## src/hw/rtl/tfmi_pkg.sv

```systemverilog
// Shared types, constants and arithmetic helpers for the trilinear field map interpolator.
`default_nettype none
package tfmi_pkg;

	localparam int STORE_DEPTH = 32768;
	localparam int ADDR_W      = 15;
	localparam int SAMPLE_W    = 24;
	localparam int POS_W       = 32;
	localparam int FRAC_W      = 16;
	localparam int CELL_W      = 24;
	localparam int SCALE_W     = 24;
	localparam int OUT_W       = 32;
	localparam int AXES        = 3;
	localparam int CORNERS     = 8;
	localparam int RD_COPIES   = 4;
	localparam int QDEPTH      = 4;
	localparam int CNT_W       = $clog2(QDEPTH + 1);
	localparam int GRID_DEF    = 32;
	localparam int ACC_W       = 41;
	localparam int LERP_W      = 59;
	localparam int PROD_W      = 66;

	typedef enum logic [2:0] {
		REG_ORIGIN_X   = 3'd0,
		REG_ORIGIN_Y   = 3'd1,
		REG_ORIGIN_Z   = 3'd2,
		REG_INV_STEP_X = 3'd3,
		REG_INV_STEP_Y = 3'd4,
		REG_INV_STEP_Z = 3'd5,
		REG_SCALE      = 3'd6
	} tfmi_reg_t;

	typedef enum logic {
		OP_WRITE = 1'b0,
		OP_QUERY = 1'b1
	} tfmi_op_t;

	typedef struct packed {
		tfmi_op_t                        op;
		logic                            in_range;
		logic [ADDR_W-1:0]               addr;
		logic [AXES-1:0][FRAC_W-1:0]     frac;
		logic [AXES-1:0][SAMPLE_W-1:0]   sample;
	} tfmi_item_t;

	typedef struct packed {
		logic s1_full;
		logic s2_full;
	} tfmi_front_st_t;

	// a*(1-f) + b*f with f in Q0.16, exact
	function automatic logic signed [LERP_W-1:0] lerp(input logic signed [ACC_W-1:0] a,
		input logic signed [ACC_W-1:0] b, input logic [FRAC_W-1:0] f);
		logic signed [17:0] w1;
		logic signed [17:0] w0;
		w1 = signed'({2'b00, f});
		w0 = 18'sd65536 - w1;
		return LERP_W'(a) * LERP_W'(w0) + LERP_W'(b) * LERP_W'(w1);
	endfunction

	// round half up, drop 16 fraction bits
	function automatic logic signed [ACC_W-1:0] rnd16(input logic signed [LERP_W-1:0] x);
		logic signed [LERP_W-1:0] t;
		t = x + LERP_W'(32768);
		return ACC_W'(t >>> 16);
	endfunction

endpackage
`default_nettype wire

```

## src/hw/rtl/tfmi_queue.sv

```systemverilog
// Short item queue between front end and back end; drained one item a cycle.
`default_nettype none
module tfmi_queue (
	input  wire logic                           clk,
	input  wire logic                           arst_n,
	input  wire logic                           push,
	input  wire tfmi_pkg::tfmi_item_t           push_item,
	output logic                                pop_valid,
	output tfmi_pkg::tfmi_item_t                pop_item,
	output logic [tfmi_pkg::CNT_W-1:0]          count
);
	import tfmi_pkg::*;

	localparam int PTR_W = $clog2(QDEPTH);

	tfmi_item_t         ent_q [QDEPTH];
	logic [PTR_W-1:0]   wr_ptr_q;
	logic [PTR_W-1:0]   rd_ptr_q;
	logic [CNT_W-1:0]   count_q;

	assign pop_valid = (count_q != '0);
	assign pop_item  = ent_q[rd_ptr_q];
	assign count     = count_q;

	always_ff @(posedge clk or negedge arst_n) begin
		if (!arst_n) begin
			wr_ptr_q <= '0;
			rd_ptr_q <= '0;
			count_q  <= '0;
		end else begin
			if (push) begin
				wr_ptr_q <= wr_ptr_q + PTR_W'(1);
			end
			if (pop_valid) begin
				rd_ptr_q <= rd_ptr_q + PTR_W'(1);
			end
			count_q <= count_q + CNT_W'(push) - CNT_W'(pop_valid);
		end
	end

	always_ff @(posedge clk) begin
		if (push) begin
			ent_q[wr_ptr_q] <= push_item;
		end
	end

endmodule
`default_nettype wire

```

## config.mk

```make
export PLATFORM = sky130hd
export DESIGN_NAME = tfmi_queue
export DESIGN_NICKNAME = d
export VERILOG_FILES = /design/src/hw/rtl/tfmi_pkg.sv /design/src/hw/rtl/tfmi_queue.sv
export SDC_FILE = /design/constraint.sdc
export NUM_CORES = 1
export LEC_CHECK = 0
export ABC_AREA = 1
export BUFFER_PORTS_ARGS = -buffer_cell sky130_fd_sc_hd__buf_2
export CAP_MARGIN = 10
export CORE_AREA = 3 3 221 223
export CTS_BUF_LIST = sky130_fd_sc_hd__clkbuf_16
export DETAILED_ROUTE_END_ITERATION = 10
export DIE_AREA = 0 0 224 226
export GPL_TIMING_DRIVEN = 0
export PLACE_DENSITY = 0.79
export SYNTH_ARGS = -nofsm -noshare
export SYNTH_HDL_FRONTEND = slang
export SYNTH_SLANG_ARGS = --single-unit
```

## constraint.sdc

```tcl
create_clock -name clk -period 12.2 [get_ports clk]
set_clock_uncertainty 0.05 [all_clocks]
set_input_delay 1.83 -clock clk [delete_from_list [all_inputs] [get_ports clk]]
set_output_delay 1.83 -clock clk [all_outputs]
set_load 0.1 [all_outputs]
```

==> results of run 1 <==
layout make-up:
cell class	instances	area share [%]
clock buffers	57	5.18
inverters	562	7.78
well taps	607	2.76
diodes	19	0.173
clock inverters	42	0.850
plain buffers	93	2.27
repair buffers	284	5.49
flip-flops and latches	555	60.4
multi-input cells	990	15.0
final timing paths:
check,from,to,slack (ns)
max,rd_ptr_q[1]$_DFFE_PN0N_,pop_item[74],7.74
min in group asynchronous,arst_n,wr_ptr_q[1]$_DFFE_PN0P_,1.02
max reg2reg,count[1]$_DFF_PN0_,count[2]$_DFF_PN0_,9.99
min reg2reg,wr_ptr_q[0]$_DFFE_PN0P_,wr_ptr_q[0]$_DFFE_PN0P_,0.48
max in group asynchronous,arst_n,count[2]$_DFF_PN0_,10.90
min,wr_ptr_q[0]$_DFFE_PN0P_,wr_ptr_q[0]$_DFFE_PN0P_,0.48
critical path: stages, from the launching register on:
cell	delay [ns]
dfrtp_1	0.35
buf_2	0.15
inv_2	0.06
buf_2	0.39
buf_2	0.34
nand3_1	0.11
nand2_1	0.13
buf_2	0.44
through the flow:
step,cells,hold WS (ns),util [%],setup WS [ns]
2_1_floorplan,2200,0.444,-,6.88
3_3_place_gp,3087,0.460,54.9,4.49
3_5_place_dp,3091,0.471,55.2,8.37
4_1_cts,3190,0.479,58.7,7.72
5_1_grt,3199,0.504,58.8,7.65
6_report,3209,0.479,58.9,7.74
sequential cells by signal, indices dropped and copies added (netlist names):
name / count
ent_q: 548
wr_ptr_q: 2
count: 3
rd_ptr_q: 2
cells by family after synthesis:
family | after synthesis | synth area share, %
buffers and inverters | 655 | 11.6
adder cells (fa/ha/maj) | 7 | 0.405
flip-flops | 555 | 70.8
AO/OA/AOI/OAI | 1 | 0.0213
AND/OR/NAND/NOR | 981 | 17.1
XOR/XNOR | 1 | 0.0373
metal layers:
metal | vias to the layer above | part of all wire, % | track usage (%) | wire [um]
met2 | 607 | 49 | 36.5 | 27300
met3 | 132 | 8.6 | 4.85 | 4760
met4 | 14 | 3.4 | 8.94 | 1900
li1 | 7574 | - | - | -
met5 | - | 0.16 | 0 | 86
met1 | 7639 | 38 | 26.8 | 21300
synthesized netlist by cell type:
cell type  number
nand2_1       703
inv_1         560
edfxtp_1      548
nand3_1       277
buf_2          56
buf_6          23
buf_4           9
dfrtp_1         7
ha_1            6
clkbuf_1        5
fa_1            1
inv_2           1
inv_4           1
nor2_1          1
o21ai_1         1
xor2_1          1
==> out/results.tsv, run 1 <==
stage	metric	value	unit
detailed_routing	via_per_inst	4.98	
detailed_routing	final_antenna_net_count	0	
critical_path	crit_type	reg -> out	
sta	rsz0062_at_grt	no	
clock_tree	clk_latency	0.59	ns
die	die_x	224	um
critical_path	cp.arrival	2.58	ns
layout	fin_area	0.0275	sq mm
synth	syn-cell-area	0.0235	sq mm
sta	worstMarginPinSlew	0.591	ns
die	dieArea	0.0506	sq mm
detailed_routing	wl_per_cell	17.3	um
placed_design	place_hpwl	34200	um
sta	relSlewSlack	60.6	%
clock_tree	root_buffer	clkbuf_16	
clock_tree	cts_max_level	2	
synth	synth.area.top_cells	edfxtp_1 70%, nand2_1 11%, inv_1 8.9%	
sta	totalNegativeSetupSlack	0	ns
detailed_routing	firstDrtPassIters	5	
die	num_rows	79	
clock_tree	cts-buffers-inserted	55	
layout	layout.nets	2688	
detailed_routing	vias	15966	
layout	final_common_cell	nand2_1	
die	core-area	0.0468	sq mm
die	fp.dieH	226	um
sta	setup_viol	0	
global_routing	globalRouteOverflowTotal	0	
synth	synth_top_area_cell	edfxtp_1	
global_routing	antenna_found_initial	21	
synth	syn_inst	2200	
critical_path	worst-path-max-fanout	10	
synth	syn_avg_cell_area	10.7	sq um
layout	ff_latch_area	0.0166	sq mm
clock_tree	hold_buffers	0	
synth	syn-num-nets	2347	
global_routing	grt_max_degree	97	
layout	drive_gt1_share	17.5	%
die	io_pins	281	
detailed_routing	drc_errors	0	
hold_path	hold_path.class	reg -> reg	
global_routing	grt_pass1_vias	15765	
clock_tree	cts_tree	built	
synth	yosysSeqAreaShare	70.8	%
clock_tree	post_cts_buffers	0	
synth	ys_ff_latch	555	
synth	synth_top_area_share	70.0	%
global_routing	grt_first_pass_wirelength	83900	um
clock_tree	numClockSinks	555	
placed_design	gp_congestion	0.784	
sta	hold_violations	0	
critical_path	cp-start-kind	flip-flop	
clock_tree	clk_path_buf_depth	3	
layout	multi_input_area	0.00414	sq mm
critical_path	cp.required	10.32	ns
sta	maxSlewViolCount	0	
layout	syn_to_final_growth	17.1	%
critical_path	r2r_cells	10	
outcome	status	finished clean	
clock_tree	path_clk_slew	0.07	ns
detailed_routing	wl	55400	um
placed_design	port_buffers	280	
placed_design	postPlaceCellArea	0.0258	sq mm
flow_run	drv_cap	0	
layout	fillers	3669	
sta	fmaxAchievable	224	MHz
critical_path	cp-end-kind	output port	
detailed_routing	drt_iter0_markers	1376	
clock_tree	postCtsResizedCells	0	
hold_path	hold_depth	1	
layout	final_cell_mix	703 x nand2_1, 568 x inv_1, 548 x edfxtp_1	
synth	synth_cell_types	16	
global_routing	grtUsageTotal	21.5	%
die	initial_utilization	50.3	%
sta	period_minus_slack	4.46	ns
sta	fin_crit_sh	36.6	%
synth	yosys_warnings	0	
Power of run 1 is not shown: default switching activity piles up to over one toggle a cycle in this logic, so the estimate is an artifact.
==> run 2, diff against run 1 <==
Settings changed: PLACE_DENSITY 0.79 to 0.81.
Clock period 12.2 ns to 4 ns, I/O delays scaled along.
==> run 2 against run 1 <==
Compared with the run above:
- wire length rose by 2.3%
- non-clock buffer count rose by 13
- flip-flop and latch count did not move
- critical endpoint unchanged
- count of clock-buffer cells in the layout did not move
- first-iteration DRC count rose by 3.9%
- worst setup slack got worse by 6.9 ns
- sequential share of layout area fell by 0.59 points
- design area rose by 0.98%
- worst hold slack got worse by 0.32 ns
- largest cell class unchanged
- utilization rose by 0.58 points
- via count rose by 1.5%
==> out/results.tsv, run 2 (same netlist as run 1, synthesis figures left out) <==
stage	metric	value	unit
outcome	status	finished clean	
detailed_routing	firstDrtPassIters	8	
detailed_routing	vias	16210	
clock_tree	cts_max_level	2	
layout	drive_gt1_share	17.8	%
critical_path	slowest_stage	buf_2	
die	initial_utilization	50.3	%
global_routing	grtUsageTotal	22.0	%
detailed_routing	final_antenna_net_count	0	
placed_design	port_buffers	280	
placed_design	place_ws	1.38	ns
hold_path	min_from	push_item[129]	
global_routing	antenna_found_initial	14	
die	core-area	0.0468	sq mm
layout	final_common_cell	nand2_1	
clock_tree	cts_tree	built	
layout	largest_reg_flops	548	
die	dieArea	0.0506	sq mm
critical_path	crit_type	reg -> out	
critical_path	cp.required	3.35	ns
layout	final_core_util	59.4	%
placed_design	gp_congestion	0.773	
critical_path	worstReg2RegStart	wr_ptr_q[0]$_DFFE_PN0P_	
die	fp.dieH	226	um
hold_path	hold_path.class	in -> reg	
sta	maxSlewViolCount	0	
detailed_routing	drt_iter0_markers	1429	
sta	relSlewSlack	61.5	%
clock_tree	postCtsResizedCells	0	
clock_tree	clk_path_buf_depth	3	
die	num_rows	79	
global_routing	grt_first_pass_wirelength	85800	um
global_routing	grt_max_degree	36	
critical_path	crit_chain	buf_2 -> inv_2 -> buf_2 -> buf_2 -> nand3_1 -> nand2_1 -> buf_2	
sta	totalNegativeSetupSlack	0	ns
critical_path	cp.arrival	2.53	ns
clock_tree	path_clk_slew	0.06	ns
critical_path	r2r_end	ent_q[2][89]$_DFFE_PP_	
layout	final_cell_mix	703 x nand2_1, 572 x inv_1, 548 x edfxtp_1	
hold_path	hold_depth	1	
clock_tree	cts-buffers-inserted	55	
detailed_routing	wl_per_cell	17.7	um
layout	regMostFlops	ent_q	
detailed_routing	drc_errors	0	
placed_design	place_hpwl	36400	um
global_routing	globalRouteOverflowTotal	0	
global_routing	grt_pass1_vias	16218	
sta	period_minus_slack	3.18	ns
critical_path	cp-end-kind	output port	
layout	layout.nets	2701	
die	io_pins	281	
critical_path	r2r_cells	6	
sta	worstMarginPinSlew	0.576	ns
clock_tree	clk_latency	0.59	ns
clock_tree	root_buffer	clkbuf_16	
critical_path	path_common_cell	buf_2	
die	die_x	224	um
hold_path	worstHoldEndpoint	ent_q[0][129]$_DFFE_PP_	
sta	rsz0062_at_grt	no	
critical_path	cp-startpoint	rd_ptr_q[1]$_DFFE_PN0N_	
sta	fin_crit_sh	79.5	%
critical_path	cp-start-kind	flip-flop	
critical_path	worst-path-max-fanout	10	
detailed_routing	via_per_inst	5.05	
critical_path	cpLargestDelayFamily	buffers and inverters	
critical_path	cp_num_buf_inv	5	
sta	setup_ws	0.822	ns
sta	fmaxAchievable	315	MHz
critical_path	reg2reg_slack	1.78	ns
sta	setup_viol	0	
clock_tree	numClockSinks	555	
critical_path	slowest_delay	0.44	ns
flow_run	drv_cap	0	
layout	syn_to_final_growth	18.2	%
detailed_routing	wl	56700	um
sta	hold_violations	0	
==> run 2: cell count changes in the layout (fill, tap and decap cells not counted), moves of 3 or more <==
cell	before	now
buf_12	0	16
buf_16	4	0
bufinv_16	2	6
clkinv_2	13	6
clkinvlp_4	2	5
diode_2	19	4
inv_1	568	572
inv_8	4	0
==> run 2: area by class of cell <==
cell class                      count  area, sq um
Fill cell                        3571        19000
Sequential cell                   555        16600
Multi-Input combinational cell    990         4140
Inverter                          562         2130
Timing Repair Buffer              297         1730
Clock buffer                       57         1430
Tap cell                          607          759
Buffer                             93          626
Clock inverter                     43          335
Antenna cell                        4         10.0
==> run 2: per-stage QoR <==
step | instance area, sq um | std cells | hold slack, ns
floorplan | 23500 | 2200 | 0.254
global placement | 25700 | 3087 | 0.387
detailed placement | 26000 | 3103 | 0.394
CTS | 27800 | 3204 | 0.120
global route | 27800 | 3206 | 0.136
finish | 27800 | 3208 | 0.164
==> run 2: layer usage <==
layer	track usage [%]	part of all wire (%)	up-vias	routed length (um)
li1	-	-	7583	-
met1	26.5	37	7709	21100
met2	39.2	51	773	28900
met3	4.60	8.9	129	5040
met4	7.92	2.6	16	1480
met5	0	0.19	-	106
==> run 2: worst max-delay path by stage <==
| stage | slack (ns) | endpoint | cells past startpoint |
|---|---|---|---|
| final | 0.82 | pop_item[74] | 7 |
| after global routing | 0.63 | pop_item[68] | 7 |
| after CTS | 0.74 | pop_item[74] | 7 |
| after detailed placement | 1.38 | pop_item[74] | 7 |
| after global placement | -1.25 | ent_q[0][50]$_DFFE_PP_ | 4 |
| after floorplan | 0.67 | ent_q[1][0]$_DFFE_PP_ | 3 |
==> run 2: repair_timing <==
action / in CTS / in global routing
buffers inserted: 0 / 0
hold buffers: 1 / 0
hold endpoints to repair: 7 / 0
Power of run 2 is left out for the same reason.
==> run 3, diff against run 2 <==
Clock period 4 ns to 2.8 ns, I/O delays scaled along.
==> run 3 against run 2 <==
Compared with the run above:
- wire length up 12%
- critical path depth unchanged
- non-clock buffer count up 137
- first-iteration DRC count up 12%
- highest routed layer unchanged
- sequential share of layout area down 3.6 points
- global-route usage up 2.2 points
- count of clock-buffer cells in the layout unchanged
- register-to-register slack worse by 1.5 ns
- worst setup slack worse by 0.79 ns
- worst hold slack worse by 0.078 ns
==> out/results.tsv, run 3 (same netlist as run 1, synthesis figures left out) <==
stage	metric	value	unit
global_routing	grt_first_pass_wirelength	94600	um
die	num_rows	79	
sta	fmaxAchievable	361	MHz
placed_design	port_buffers	280	
sta	fin_crit_sh	99.0	%
die	core-area	0.0468	sq mm
critical_path	cp-startpoint	rd_ptr_q[0]$_DFFE_PN0N_	
detailed_routing	final_antenna_net_count	0	
clock_tree	clk_latency	0.60	ns
die	fp.dieH	226	um
critical_path	worst-path-max-fanout	10	
die	initial_utilization	50.3	%
layout	multi_input_area	0.00416	sq mm
detailed_routing	wl	63400	um
placed_design	gp_congestion	0.778	
sta	period_minus_slack	2.77	ns
critical_path	r2r_end	count[2]$_DFF_PN0_	
global_routing	grt_max_degree	36	
layout	fin_area	0.0296	sq mm
critical_path	slowest_stage	dfrtp_1	
placed_design	place_ws	0.345	ns
clock_tree	cts-buffers-inserted	56	
layout	layout.nets	2839	
critical_path	worstReg2RegStart	count[1]$_DFF_PN0_	
critical_path	cp.arrival	2.30	ns
layout	final_cell_mix	698 x nand2_1, 562 x inv_1, 548 x edfxtp_1	
placed_design	postPlaceCellArea	0.0260	sq mm
sta	relSlewSlack	37.9	%
sta	rsz0062_at_grt	yes	
clock_tree	path_clk_slew	0.06	ns
layout	final_cells	3347	
critical_path	crit_type	reg -> out	
critical_path	r2r_cells	11	
layout	drive_gt1_share	17.9	%
sta	worstMarginPinSlew	0.929	ns
sta	totalNegativeSetupSlack	0	ns
sta	setup_ws	0.0273	ns
die	dieArea	0.0506	sq mm
critical_path	reg2reg_slack	0.26	ns
layout	syn_to_final_growth	25.9	%
hold_path	hold_path.class	in -> reg	
layout	regMostFlops	ent_q	
sta	hold_violations	0	
critical_path	path_common_cell	buf_4	
clock_tree	post_cts_buffers	0	
placed_design	place_hpwl	36300	um
layout	fillers	3260	
detailed_routing	drc_errors	0	
clock_tree	numClockSinks	555	
critical_path	cp-end-kind	output port	
global_routing	antenna_found_initial	6	
global_routing	grt_pass1_vias	17622	
outcome	status	finished clean	
clock_tree	cts_max_level	2	
global_routing	globalRouteOverflowTotal	0	
layout	final_common_cell	nand2_1	
die	die_x	224	um
detailed_routing	via_per_inst	5.15	
die	io_pins	281	
clock_tree	clk_path_buf_depth	3	
clock_tree	root_buffer	clkbuf_16	
critical_path	slowest_delay	0.37	ns
clock_tree	cts_tree	built	
detailed_routing	wl_per_cell	18.9	um
sta	maxSlewViolCount	0	
layout	largest_reg_flops	548	
critical_path	crit_chain	buf_4 -> buf_4 -> clkbuf_4 -> nand2_1 -> nand3_1 -> nand2_1 -> buf_4	
global_routing	grtUsageTotal	24.1	%
critical_path	cp-start-kind	flip-flop	
detailed_routing	vias	17234	
placed_design	place_inst	3103	
critical_path	crit_path_end	pop_item[56]	
critical_path	cp.required	2.33	ns
flow_run	drv_cap	0	
detailed_routing	drt_iter0_markers	1599	
detailed_routing	firstDrtPassIters	5	
sta	setup_viol	0	
layout	ff_latch_area	0.0166	sq mm
## run 3: routing by layer
layer,track usage [%],vias to the layer above,routed length (um)
met5,0,-,25
met4,8.63,4,1740
met3,5.54,151,5770
met2,43.0,912,32600
met1,28.8,8311,23200
li1,-,7856,-
## run 3: critical path: cells and delay by family (launching register included)
| kind | cells | cell delay, ns |
|---|---|---|
| DFF | 1 | 0.37 |
| and+or+nand+nor | 3 | 0.37 |
| buffers and inverters | 4 | 0.95 |
## run 3: final cells by class
type	instances	share of cell area, %
multi-input cells	990	14.1
repair buffers	434	11.8
diodes	7	0.0592
inverters	562	7.19
flip-flops and latches	555	56.2
clock inverters	42	1.00
well taps	607	2.57
plain buffers	93	2.32
clock buffers	57	4.82
## run 3: how the worst min path moves through the flow
stage                               to  depth (start not counted)    from
global route        count[0]$_DFF_PN0_                          2    push
global placement    count[0]$_DFF_PN0_                          1  arst_n
detailed placement  count[0]$_DFF_PN0_                          1  arst_n
CTS                 count[0]$_DFF_PN0_                          2    push
finish              count[0]$_DFF_PN0_                          2    push
floorplan           count[0]$_DFF_PN0_                          0  arst_n
## run 3: metrics by stage
stage	hold slack (ns)	util (%)
2_1_floorplan	0.0744	-
3_3_place_gp	0.214	55.0
3_5_place_dp	0.223	55.7
4_1_cts	0.0278	62.9
5_1_grt	0.0749	63.3
6_report	0.0869	63.3
## run 3: timing repair
action	CTS	global route
gates resized for setup	116	55
hold buffers	138	0
hold endpoints to repair	555	0
endpoints found under the setup margin	111	87
Power of run 3 is left out for the same reason.
